**src/rtl/afilt_pkg.sv**
```systemverilog
// shared types, codes and hash constants for the receive address filter
`default_nettype none

package afilt_pkg;

    // item kinds carried in tuser
    localparam logic [1:0] KIND_CHECK = 2'd0;
    localparam logic [1:0] KIND_CLEAR = 2'd1;
    localparam logic [1:0] KIND_ADD   = 2'd2;
    localparam logic [1:0] KIND_NOP   = 2'd3;

    // verdict codes
    localparam logic [3:0] VERDICT_INDIVIDUAL = 4'd0;
    localparam logic [3:0] VERDICT_BCAST      = 4'd1;
    localparam logic [3:0] VERDICT_MCAST      = 4'd2;
    localparam logic [3:0] VERDICT_PROMISC    = 4'd3;
    localparam logic [3:0] VERDICT_RX_OFF     = 4'd4;
    localparam logic [3:0] VERDICT_LINK_DOWN  = 4'd5;
    localparam logic [3:0] VERDICT_SHORT      = 4'd6;
    localparam logic [3:0] VERDICT_BCAST_OFF  = 4'd7;
    localparam logic [3:0] VERDICT_MCAST_OFF  = 4'd8;
    localparam logic [3:0] VERDICT_HASH_MISS  = 4'd9;
    localparam logic [3:0] VERDICT_UNKNOWN    = 4'd10;
    localparam logic [3:0] VERDICT_TABLE_OP   = 4'd11;

    // configuration register indexes
    localparam logic [2:0] REG_PROMISC   = 3'd0;
    localparam logic [2:0] REG_BCAST_DIS = 3'd1;
    localparam logic [2:0] REG_MCAST_EN  = 3'd2;
    localparam logic [2:0] REG_MIN_LEN   = 3'd3;
    localparam logic [2:0] REG_STATION   = 3'd4;

    localparam logic [7:0]  MIN_LEN_FLOOR = 8'd5;
    localparam logic [7:0]  MIN_LEN_RESET = 8'd64;
    localparam logic [47:0] BCAST_ADDR    = 48'hFFFF_FFFF_FFFF;
    localparam logic [31:0] CRC_POLY      = 32'h04C1_1DB7;

    // filter settings used by the front part
    typedef struct packed {
        logic        promisc;
        logic        bcast_dis;
        logic [7:0]  min_len;
        logic [47:0] station;
    } t_filter_cfg;

    // classified item passed from front to back
    typedef struct packed {
        logic [1:0] op;
        logic [3:0] verdict;
        logic       mcast_chk;
        logic [5:0] hash_index;
    } t_front_item;

    // bitwise crc over six bytes, first byte first, lsb first in each byte
    function automatic logic [31:0] crc_addr(input logic [47:0] addr,
                                             input logic [31:0] init);
        logic [31:0] crc;
        logic        fb;
        crc = init;
        for (int b = 5; b >= 0; b--) begin
            for (int k = 0; k < 8; k++) begin
                fb  = crc[31] ^ addr[b * 8 + k];
                crc = {crc[30:0], 1'b0};
                if (fb) begin
                    crc = crc ^ CRC_POLY;
                end
            end
        end
        return crc;
    endfunction

    // address bits that feed hash bit j (crc bit j+2), elaboration only
    function automatic logic [47:0] hash_mask(input int j);
        logic [47:0] mask;
        logic [31:0] crc;
        mask = '0;
        for (int k = 0; k < 48; k++) begin
            crc     = crc_addr(48'd1 << k, 32'd0);
            mask[k] = crc[j + 2];
        end
        return mask;
    endfunction

    // hash of the all-zero address with the all-ones start value
    function automatic logic [5:0] hash_base();
        logic [31:0] crc;
        crc = crc_addr(48'd0, 32'hFFFF_FFFF);
        return crc[7:2];
    endfunction

    localparam logic [5:0] HASH_BASE = hash_base();

endpackage

`default_nettype wire

```
**src/rtl/ethernet_rx_address_filter_unit.sv**
```systemverilog
// top level of the receive address filter with multicast hash table
`default_nettype none

// Decides for each received frame header whether the frame is stored, and
// maintains a 64-bit multicast hash table through clear and add items.
// One item is taken per clock when the output side keeps up. A result
// passes through the front stage register, the two-entry queue and the
// output register before it shows on the output. The address hash is a
// fixed xor network. The hash table is updated and read in the back
// stage, so table items and the checks that follow them go through
// without stalls.
// Configuration is written over the APB port at byte address 8*index and
// is meant to be changed only while no items are in flight.
module ethernet_rx_address_filter_unit
    import afilt_pkg::*;
(
    input  wire logic        i_clk,
    input  wire logic        i_rst_n,
    // configuration port
    input  wire logic        psel,
    input  wire logic        penable,
    input  wire logic        pwrite,
    input  wire logic [5:0]  paddr,
    input  wire logic [63:0] pwdata,
    output logic [63:0]      prdata,
    output logic             pready,
    // input stream
    input  wire logic        s_axis_tvalid,
    output logic             s_axis_tready,
    input  wire logic [63:0] s_axis_tdata,  // frame_address, frame_length, receiver_enabled, link_up
    input  wire logic [1:0]  s_axis_tuser,  // kind
    // result stream
    output logic             m_axis_tvalid,
    input  wire logic        m_axis_tready,
    output logic [15:0]      m_axis_tdata   // verdict, accepted, group_flag, hash_index, zero fill
);

    logic        r_promisc;
    logic        r_bcast_dis;
    logic        r_mcast_en;
    logic [7:0]  r_min_len;
    logic [47:0] r_station;
    logic [2:0]  w_reg_idx;
    logic        w_cfg_wr;
    t_filter_cfg w_cfg;
    logic        w_f_valid;
    logic        w_f_ready;
    t_front_item w_f_item;
    logic        w_q_valid;
    logic        w_q_ready;
    t_front_item w_q_item;

    assign pready    = 1'b1;
    assign w_reg_idx = paddr[5:3];
    assign w_cfg_wr  = psel && penable && pwrite && pready;

    // configuration registers
    always_ff @(posedge i_clk) begin
        if (!i_rst_n) begin
            r_promisc   <= 1'b0;
            r_bcast_dis <= 1'b0;
            r_mcast_en  <= 1'b0;
            r_min_len   <= MIN_LEN_RESET;
            r_station   <= '0;
        end else if (w_cfg_wr) begin
            unique case (w_reg_idx)
                REG_PROMISC:   r_promisc   <= pwdata[0];
                REG_BCAST_DIS: r_bcast_dis <= pwdata[0];
                REG_MCAST_EN:  r_mcast_en  <= pwdata[0];
                REG_MIN_LEN:   r_min_len   <= pwdata[7:0];
                REG_STATION:   r_station   <= pwdata[47:0];
                default:       ;
            endcase
        end
    end

    // register readback
    always_comb begin
        unique case (w_reg_idx)
            REG_PROMISC:   prdata = {63'd0, r_promisc};
            REG_BCAST_DIS: prdata = {63'd0, r_bcast_dis};
            REG_MCAST_EN:  prdata = {63'd0, r_mcast_en};
            REG_MIN_LEN:   prdata = {56'd0, r_min_len};
            REG_STATION:   prdata = {16'd0, r_station};
            default:       prdata = '0;
        endcase
    end

    assign w_cfg.promisc   = r_promisc;
    assign w_cfg.bcast_dis = r_bcast_dis;
    assign w_cfg.min_len   = r_min_len;
    assign w_cfg.station   = r_station;

    afilt_front u_front (
        .i_clk   (i_clk),
        .i_rst_n (i_rst_n),
        .i_cfg   (w_cfg),
        .i_valid (s_axis_tvalid),
        .o_ready (s_axis_tready),
        .i_data  (s_axis_tdata),
        .i_kind  (s_axis_tuser),
        .o_valid (w_f_valid),
        .i_ready (w_f_ready),
        .o_item  (w_f_item)
    );

    afilt_queue u_queue (
        .i_clk   (i_clk),
        .i_rst_n (i_rst_n),
        .i_valid (w_f_valid),
        .o_ready (w_f_ready),
        .i_item  (w_f_item),
        .o_valid (w_q_valid),
        .i_ready (w_q_ready),
        .o_item  (w_q_item)
    );

    afilt_back u_back (
        .i_clk      (i_clk),
        .i_rst_n    (i_rst_n),
        .i_mcast_en (r_mcast_en),
        .i_valid    (w_q_valid),
        .o_ready    (w_q_ready),
        .i_item     (w_q_item),
        .o_valid    (m_axis_tvalid),
        .i_ready    (m_axis_tready),
        .o_data     (m_axis_tdata)
    );

    // result fields for checking
    logic [3:0] w_out_verdict;
    logic       w_out_accepted;
    logic       w_out_group;

    assign w_out_verdict  = m_axis_tdata[3:0];
    assign w_out_accepted = m_axis_tdata[4];
    assign w_out_group    = m_axis_tdata[5];

    // table ops never accept a frame or flag a group
    a_table_op_quiet : assert property (@(posedge i_clk) disable iff (!i_rst_n)
        m_axis_tvalid && (w_out_verdict == VERDICT_TABLE_OP) |-> !w_out_accepted && !w_out_group)
        else $error("table op result marked accepted or group");

    // group flag only for broadcast or multicast acceptance
    a_group_flag : assert property (@(posedge i_clk) disable iff (!i_rst_n)
        m_axis_tvalid && w_out_group |->
            (w_out_verdict == VERDICT_BCAST) || (w_out_verdict == VERDICT_MCAST))
        else $error("group flag on a non-group verdict");

    // acceptance matches the verdict class
    a_accept_class : assert property (@(posedge i_clk) disable iff (!i_rst_n)
        m_axis_tvalid |-> (w_out_accepted == (w_out_verdict <= VERDICT_PROMISC)))
        else $error("accepted bit disagrees with verdict");

endmodule

`default_nettype wire

```
**src/rtl/afilt_front.sv**
```systemverilog
// front part: takes items, hashes the address and pre-classifies the frame
`default_nettype none

module afilt_front
    import afilt_pkg::*;
(
    input  wire logic        i_clk,
    input  wire logic        i_rst_n,
    input  wire t_filter_cfg i_cfg,
    input  wire logic        i_valid,
    output logic             o_ready,
    input  wire logic [63:0] i_data,   // frame_address, frame_length, receiver_enabled, link_up
    input  wire logic [1:0]  i_kind,
    output logic             o_valid,
    input  wire logic        i_ready,
    output t_front_item      o_item
);

    logic [47:0] w_addr;
    logic [13:0] w_len;
    logic        w_rx_on;
    logic        w_link;
    logic [5:0]  w_idx;
    logic [7:0]  w_min_len;
    t_front_item n_item;
    logic        r_valid;
    t_front_item r_item;

    assign w_addr  = i_data[47:0];
    assign w_len   = i_data[61:48];
    assign w_rx_on = i_data[62];
    assign w_link  = i_data[63];

    // hash index: each bit is the parity of a fixed set of address bits
    for (genvar g = 0; g < 6; g++) begin : g_hash
        localparam logic [47:0] MASK = hash_mask(g);
        assign w_idx[g] = (^(w_addr & MASK)) ^ HASH_BASE[g];
    end

    assign w_min_len = (i_cfg.min_len < MIN_LEN_FLOOR) ? MIN_LEN_FLOOR : i_cfg.min_len;

    // classification up to the point where the hash table is needed
    always_comb begin
        n_item.op         = i_kind;
        n_item.mcast_chk  = 1'b0;
        n_item.hash_index = w_idx;
        n_item.verdict    = VERDICT_UNKNOWN;
        priority if (i_kind != KIND_CHECK) begin
            n_item.verdict = VERDICT_TABLE_OP;
            if (i_kind != KIND_ADD) begin
                n_item.hash_index = '0;
            end
        end else if (!w_rx_on) begin
            n_item.verdict = VERDICT_RX_OFF;
        end else if (!w_link) begin
            n_item.verdict = VERDICT_LINK_DOWN;
        end else if (w_len < {6'd0, w_min_len}) begin
            n_item.verdict = VERDICT_SHORT;
        end else if (i_cfg.promisc) begin
            n_item.verdict = VERDICT_PROMISC;
        end else if (w_addr == BCAST_ADDR) begin
            n_item.verdict = i_cfg.bcast_dis ? VERDICT_BCAST_OFF : VERDICT_BCAST;
        end else if (w_addr[40]) begin
            n_item.mcast_chk = 1'b1;
        end else if (w_addr == i_cfg.station) begin
            n_item.verdict = VERDICT_INDIVIDUAL;
        end else begin
            n_item.verdict = VERDICT_UNKNOWN;
        end
    end

    assign o_ready = !r_valid || i_ready;

    // stage register control
    always_ff @(posedge i_clk) begin
        if (!i_rst_n) begin
            r_valid <= 1'b0;
        end else if (o_ready) begin
            r_valid <= i_valid;
        end
    end

    // stage register payload
    always_ff @(posedge i_clk) begin
        if (o_ready && i_valid) begin
            r_item <= n_item;
        end
    end

    assign o_valid = r_valid;
    assign o_item  = r_item;

endmodule

`default_nettype wire

```
**src/rtl/afilt_queue.sv**
```systemverilog
// two-entry queue between the front and back parts
`default_nettype none

module afilt_queue
    import afilt_pkg::*;
(
    input  wire logic        i_clk,
    input  wire logic        i_rst_n,
    input  wire logic        i_valid,
    output logic             o_ready,
    input  wire t_front_item i_item,
    output logic             o_valid,
    input  wire logic        i_ready,
    output t_front_item      o_item
);

    t_front_item r_mem [2];
    logic        r_wr_ptr;
    logic        r_rd_ptr;
    logic [1:0]  r_count;
    logic        w_push;
    logic        w_pop;

    assign o_valid = (r_count != 2'd0);
    assign w_pop   = o_valid && i_ready;
    assign o_ready = (r_count != 2'd2) || w_pop;
    assign w_push  = i_valid && o_ready;
    assign o_item  = r_mem[r_rd_ptr];

    // pointers and fill count
    always_ff @(posedge i_clk) begin
        if (!i_rst_n) begin
            r_wr_ptr <= 1'b0;
            r_rd_ptr <= 1'b0;
            r_count  <= 2'd0;
        end else begin
            if (w_push) begin
                r_wr_ptr <= !r_wr_ptr;
            end
            if (w_pop) begin
                r_rd_ptr <= !r_rd_ptr;
            end
            if (w_push && !w_pop) begin
                r_count <= r_count + 2'd1;
            end else if (w_pop && !w_push) begin
                r_count <= r_count - 2'd1;
            end
        end
    end

    // entry storage
    always_ff @(posedge i_clk) begin
        if (w_push) begin
            r_mem[r_wr_ptr] <= i_item;
        end
    end

endmodule

`default_nettype wire

```
**src/rtl/afilt_back.sv**
```systemverilog
// back part: owns the hash table, applies table ops, finishes the verdict
`default_nettype none

module afilt_back
    import afilt_pkg::*;
(
    input  wire logic        i_clk,
    input  wire logic        i_rst_n,
    input  wire logic        i_mcast_en,
    input  wire logic        i_valid,
    output logic             o_ready,
    input  wire t_front_item i_item,
    output logic             o_valid,
    input  wire logic        i_ready,
    output logic [15:0]      o_data    // verdict, accepted, group_flag, hash_index, zero fill
);

    logic [63:0] r_table;
    logic [63:0] n_table;
    logic [3:0]  n_verdict;
    logic        w_take;
    logic        r_valid;
    logic [3:0]  r_verdict;
    logic        r_accepted;
    logic        r_group;
    logic [5:0]  r_idx;

    assign o_ready = !r_valid || i_ready;
    assign w_take  = i_valid && o_ready;

    // final verdict for group addresses
    always_comb begin
        n_verdict = i_item.verdict;
        if (i_item.mcast_chk) begin
            priority if (!i_mcast_en) begin
                n_verdict = VERDICT_MCAST_OFF;
            end else if (!r_table[i_item.hash_index]) begin
                n_verdict = VERDICT_HASH_MISS;
            end else begin
                n_verdict = VERDICT_MCAST;
            end
        end
    end

    // table update
    always_comb begin
        n_table = r_table;
        unique case (i_item.op)
            KIND_CLEAR: n_table = '0;
            KIND_ADD:   n_table = r_table | (64'd1 << i_item.hash_index);
            KIND_CHECK: n_table = r_table;
            KIND_NOP:   n_table = r_table;
        endcase
    end

    // control and table state
    always_ff @(posedge i_clk) begin
        if (!i_rst_n) begin
            r_valid <= 1'b0;
            r_table <= '0;
        end else begin
            if (o_ready) begin
                r_valid <= i_valid;
            end
            if (w_take) begin
                r_table <= n_table;
            end
        end
    end

    // output register
    always_ff @(posedge i_clk) begin
        if (w_take) begin
            r_verdict  <= n_verdict;
            r_accepted <= (n_verdict <= VERDICT_PROMISC);
            r_group    <= (n_verdict == VERDICT_BCAST) || (n_verdict == VERDICT_MCAST);
            r_idx      <= i_item.hash_index;
        end
    end

    assign o_valid = r_valid;
    assign o_data  = {4'd0, r_idx, r_group, r_accepted, r_verdict};

endmodule

`default_nettype wire
```
**config.mk**
```make
export PLATFORM = sky130hd
export DESIGN_NAME = ethernet_rx_address_filter_unit
export DESIGN_NICKNAME = d
export VERILOG_FILES = /design/src/rtl/afilt_pkg.sv /design/src/rtl/ethernet_rx_address_filter_unit.sv /design/src/rtl/afilt_front.sv /design/src/rtl/afilt_queue.sv /design/src/rtl/afilt_back.sv
export SDC_FILE = /design/constraint.sdc
export NUM_CORES = 1
export LEC_CHECK = 0
export BUFFER_PORTS_ARGS = -buffer_cell sky130_fd_sc_hd__buf_2
export CORE_ASPECT_RATIO = 1.25
export CORE_UTILIZATION = 45
export DETAILED_ROUTE_END_ITERATION = 8
export PLACE_DENSITY = 0.72
export REMOVE_ABC_BUFFERS = 1
export SYNTH_ARGS = -nofsm -noshare
export SYNTH_HDL_FRONTEND = slang
export SYNTH_SLANG_ARGS = --single-unit
```
**constraint.sdc**
```tcl
create_clock -name i_clk -period 3.67 [get_ports i_clk]
set_input_delay 0.734 -clock i_clk [delete_from_list [all_inputs] [get_ports i_clk]]
set_output_delay 0.734 -clock i_clk [all_outputs]
set_load 0.02 [all_outputs]
```
Word-level counts from Yosys, hierarchy flattened
Memory sizes are Yosys's and may differ from the RTL's. A register that Yosys moved wholly into a read port is not among the register bits.
Index checks and enable logic that the tools add are counted.
{ "word_totals": {"regBits": 154, "mem_bits_rw": 26, "inputBits": 143, "out_inout_bits": 83, "wordCells": 108, "n_memories": 1} }
{ "mem_list": {"columns": ["memory", "depth", "word_bits", "read_ports", "rd_clocked_by_memory_dff", "write_ports", "line_no", "rtl"], "rows": [
  ["u_queue.r_mem", 2, 13, 1, 1, 1, "afilt_queue.sv:17", "t_front_item r_mem [2];"]
]} }
{ "op_classes": {"add_sub_neg": 2, "magnitude_cmp": 4, "n_eq_ne": 13, "shifts": 1, "mux": 25, "bitwise": 7, "n_reduce_logical": 36} }
{ "ops": {"columns": ["cell", "n"], "rows": [
  ["parity 48 bit", 6],
  ["one-hot mux 48 bit (5 select lines)", 1],
  ["one-hot mux 64 bit (2 select lines)", 1],
  ["OR 64 bit", 1],
  ["left shift 1 x 6 -> 64 bit, first input constant", 1],
  ["== test 48 bit", 1],
  ["== test 48 bit, second input constant", 1],
  ["2-to-1 mux 4 bit", 10],
  ["less-than comparator 14 x 8 -> 1 bit", 1],
  ["2-to-1 mux 6 bit", 2],
  ["AND reduction 2 bit", 6],
  ["less-than comparator 8 x 3 -> 1 bit, second input constant", 1],
  ["2-to-1 mux 8 bit", 1],
  ["logical AND 1 bit", 7],
  ["less-than comparator 6 x 7 -> 1 bit, second input constant", 1],
  ["binary-select mux 1 bit (select 6 bit)", 1],
  ["== test 3 x 2 -> 1 bit, second input constant", 2],
  ["logical NOT 1 bit", 6],
  ["2-to-1 mux 1 bit", 6],
  ["inverter 1 bit", 6],
  ["nonzero test 2 bit", 3],
  ["OR reduction 6 bit", 1],
  ["== test 2 bit, second input constant", 2],
  ["== test 4 x 1 -> 1 bit, second input constant", 1],
  ["other kinds (14)", 19]
]} }

Logic depth before layout (Yosys ltp)
{ "depth": {"ltp_word": 9, "ltp_mapped": 12, "ltp_nobuf": 10} }

Cells and area by module
From an unflattened synthesis, not the netlist that was laid out.
{ "unflattened": {"cells_unflattened": 1003, "area_unflattened_um2": 9746.8} }
{ "by_module_without_submodules": {"columns": ["mod", "n_inst", "cells_per_inst", "area_per_inst_um2", "seq_area_each_um2"], "rows": [
  ["afilt_back", 1, 350, 3270.6, 1661.6],
  ["ethernet_rx_address_filter_unit", 1, 331, 2910.3, 1181.1],
  ["afilt_front", 1, 258, 2383.5, 410.4],
  ["afilt_queue", 1, 64, 1182.4, 880.8]
]} }

Worst setup path after synthesis
OpenSTA, ideal clock, no wires.
{ "synth_path": {"path_kind": "register to register", "start": "register (tool-made name)", "end": "register u_back.r_table[46]", "setup_ns": 0.065, "t_arrival_ns": 3.255, "required_ns": 3.605, "slack_ns": 0.350, "path_stages_with_launch": 13, "synth_period_minus_slack_ns": 3.320, "path_cell_list": "dfxtp_1 buf_6 buf_6 buf_2 buf_1 mux2_2 ha_1 or3_1 clkbuf_1 nor3_1 clkbuf_1 a31oi_1 nor2_1"} }
{ "synth_rtl": {"columns": ["item", "line_no", "rtl"], "rows": [
  ["to (signal assigned)", "afilt_back.sv:66", "r_table <= n_table;"],
  ["to (decl)", "afilt_back.sv:18", "logic [63:0] r_table;"]
]} }

==> reports/qor.yml <==
clock_tree:
  clkSinkCount: 181
  worstSkewPairLatency_ns: 0.44
  h-tree-depth: 4
  path_clk_slew_ns: 0.07
  clockRootBuffer: "clkbuf_16"
  cts.path.max_buffers: 2
  cts_buffers: 17
  ctsHoldBuffers: 0
  ctsResizeCount: 0
  cts_tree: "built"
  postCtsSetupBuffers: 0
worst_setup_path:
  reg2reg_depth: 7
  worstPathRequired_ns: 3.85
  r2r-end: "u_back.r_verdict[3]"
  crit_path_end_kind: "flip-flop"
  path_cells: "nand3b_2 -> o21a_1 -> o22ai_1 -> or3_1 -> a22o_1 -> or4_4 -> and3_1"
  startpoint_type: "flip-flop"
  worstPathArrival_ns: 3.19
  cp_max_fo: 13
  criticalPathCategory: "reg -> reg"
  critPathSlowestCell: "edfxtp_1"
  slowest_delay_ns: 0.64
  reg2reg_from: "u_queue.r_mem[1][1]"
  worstPathBufferInverterCount: 0
  r2r_slack_ns: 0.66
  crit_family: "simple AND/OR/NAND/NOR gates"
die:
  rows: 59
  io_pins: 226
  dieHeight_microns: 165
  die-area_sq_um: 21900
  placeableCoreArea_sq_um: 20900
  start_util_pct: 45.9
  chipWidth_microns: 133
yosys:
  yosys_warnings: 0
  netlist_area_sq_um: 9600
  synth_edf_count: 51
  synth.avg_cell_area_sq_um: 9.31
  yosys-top-cells-count: "dfxtp_1 (130), nand2_1 (121), xnor2_1 (117)"
  yosysUniqueCellTypes: 59
  yosysSeqAreaShare_pct: 43.1
  ys_async_sr_fraction_pct: 0
  yosysTopAreaCell: "dfxtp_1"
  synth-seq-cells: 181
  yosysTopAreaCellShare_pct: 27.1
  synthCells: 1031
  synth_flop_cell: "dfxtp_1"
  synth.most_common_cell: "dfxtp_1"
  synth.area.top_cells: "dfxtp_1 (27%), edfxtp_1 (16%), xnor2_1 (11%), nand2_1 (4.7%), a31oi_1 (4.3%)"
sta:
  timing.hold.ws_ns: 0.446
  setup_viol: 0
  max-slew-margin-rel_pct: 45.6
  tightest_slew_ns: 0.811
  final.min_clock_period_ns: 3.01
  fmax_mhz: 332
  fin_crit_sh_pct: 82.0
  hold_violations: 0
  slew_violations: 0
  worst_slack_ns: 0.661
  fin_skew_ns: 0.0168
  tns_ns: 0
  grt_setup_unrepaired: "false"
power_and_ir_drop:
  p_leak_nw: 4.32
  powerDensity_nw_per_um2: 523
  peakVddDrop_mv: 0.471
  power_mw: 5.90
final_layout:
  final_cell_count_no_fill: 1485
  syn_to_final_growth_pct: 17.7
  drive_above_1_share_pct: 21.4
  multi_input_area_sq_um: 5080
  utilization_pct: 54.0
  final_area_sq_um: 11300
  regArea_sq_um: 4130
  n_fill_cell: 1926
  fin_nets: 1370
  antennaDiodeCount: 0
global_route:
  antenna_found_initial: 1
  grt_pass1_wl_mm: 39.4
  grt_usage_pct: 22.8
  grt_overflow: 0
  grt_pass1_vias: 7947
  grt_max_degree: 65
drt:
  wl_mm: 24.7
  dr.pass1.iters: 5
  final_antenna_net_count: 0
  vias_per_cell: 5.36
  wl_per_cell_microns: 16.6
  drt_iter0_drc: 394
  dr_total_vias: 7958
  post-route-drc-count: 0
outcome:
  outcome: "complete, no violations"
flow_run:
  drv_cap: 0
place:
  dp.cells: 1453
  dpl.hpwl_mm: 18.2
  place_area_sq_um: 10700
  gp_congestion: 0.965
  dpl_worst_slack_ns: 0.713
  portBuffers: 185
min_path:
  min_to: "u_queue.r_mem[1][8]"
  min_path_cells: 0
  hold_start: "u_front.o_item[8]"
  hold_path_class: "reg -> reg"
cell usage in the layout (no fill, tap or decap), drive strengths merged, types with 27 or more instances in the layout:
master,count
xnor2,117
o21ai,27
a21boi,51
nand2,121
buf,208
dfxtp,130
a31oi,66
edfxtp,51
nor2,90
ha,29
and2,49
where the power goes:
part	switching, mW	leakage [nW]	internal (mW)
registers	0.0821	1.53	2.25
clock network	0.861	0.280	0.921
logic	1.08	2.51	0.712
total	2.02	4.32	3.88
how the worst max path moves through the flow:
stage,startpoint,to,depth (start not counted)
finish,u_queue.r_mem[1][1],u_back.r_verdict[3],7
global route,u_queue.r_mem[0][0],u_back.r_verdict[3],8
CTS,u_queue.r_mem[1][1],u_back.r_verdict[3],7
detailed placement,u_queue.r_mem[1][1],u_back.r_verdict[3],7
global placement,u_queue.r_mem[1][1],u_back.r_verdict[3],7
floorplan,paddr[4],r_station[0],4
area by class of cell:
cell class              instances  area share, %
clock inverters                13           1.13
clock buffers                  19           3.92
multi-input cells             777           45.0
repair buffers                208           9.84
flip-flops and latches        181           36.6
inverters                      13          0.432
well taps                     274           3.04
routing by layer:
| metal | track usage [%] | wire length (microns) |
|---|---|---|
| met2 | 42.2 | 12700 |
| met3 | 5.46 | 1320 |
| met5 | 0 | 13 |
| met4 | 11.1 | 903 |
| met1 | 24.3 | 9720 |
state kept, by name, indices dropped and copies added, names as in the netlist, 2 cells and up, named ones only:
register	count
u_back.r_table	64
r_station	48
u_queue.r_mem	26
u_front.o_item	13
r_min_len	8
u_back.r_idx	6
u_back.r_verdict	4
u_queue.r_count	2
logic make-up after synthesis:
kind of cell | count (synthesis) | synth area share, %
buffers and inverters | 92 | 4.93
other | 2 | 0.0783
adders and majority gates | 29 | 3.78
muxes | 27 | 2.89
DFF | 181 | 43.1
AOI/OAI and AO/OA | 210 | 15.0
and+or+nand+nor | 363 | 18.4
xor gates and xnor gates | 127 | 11.9
(Power assumes the default switching activity.)
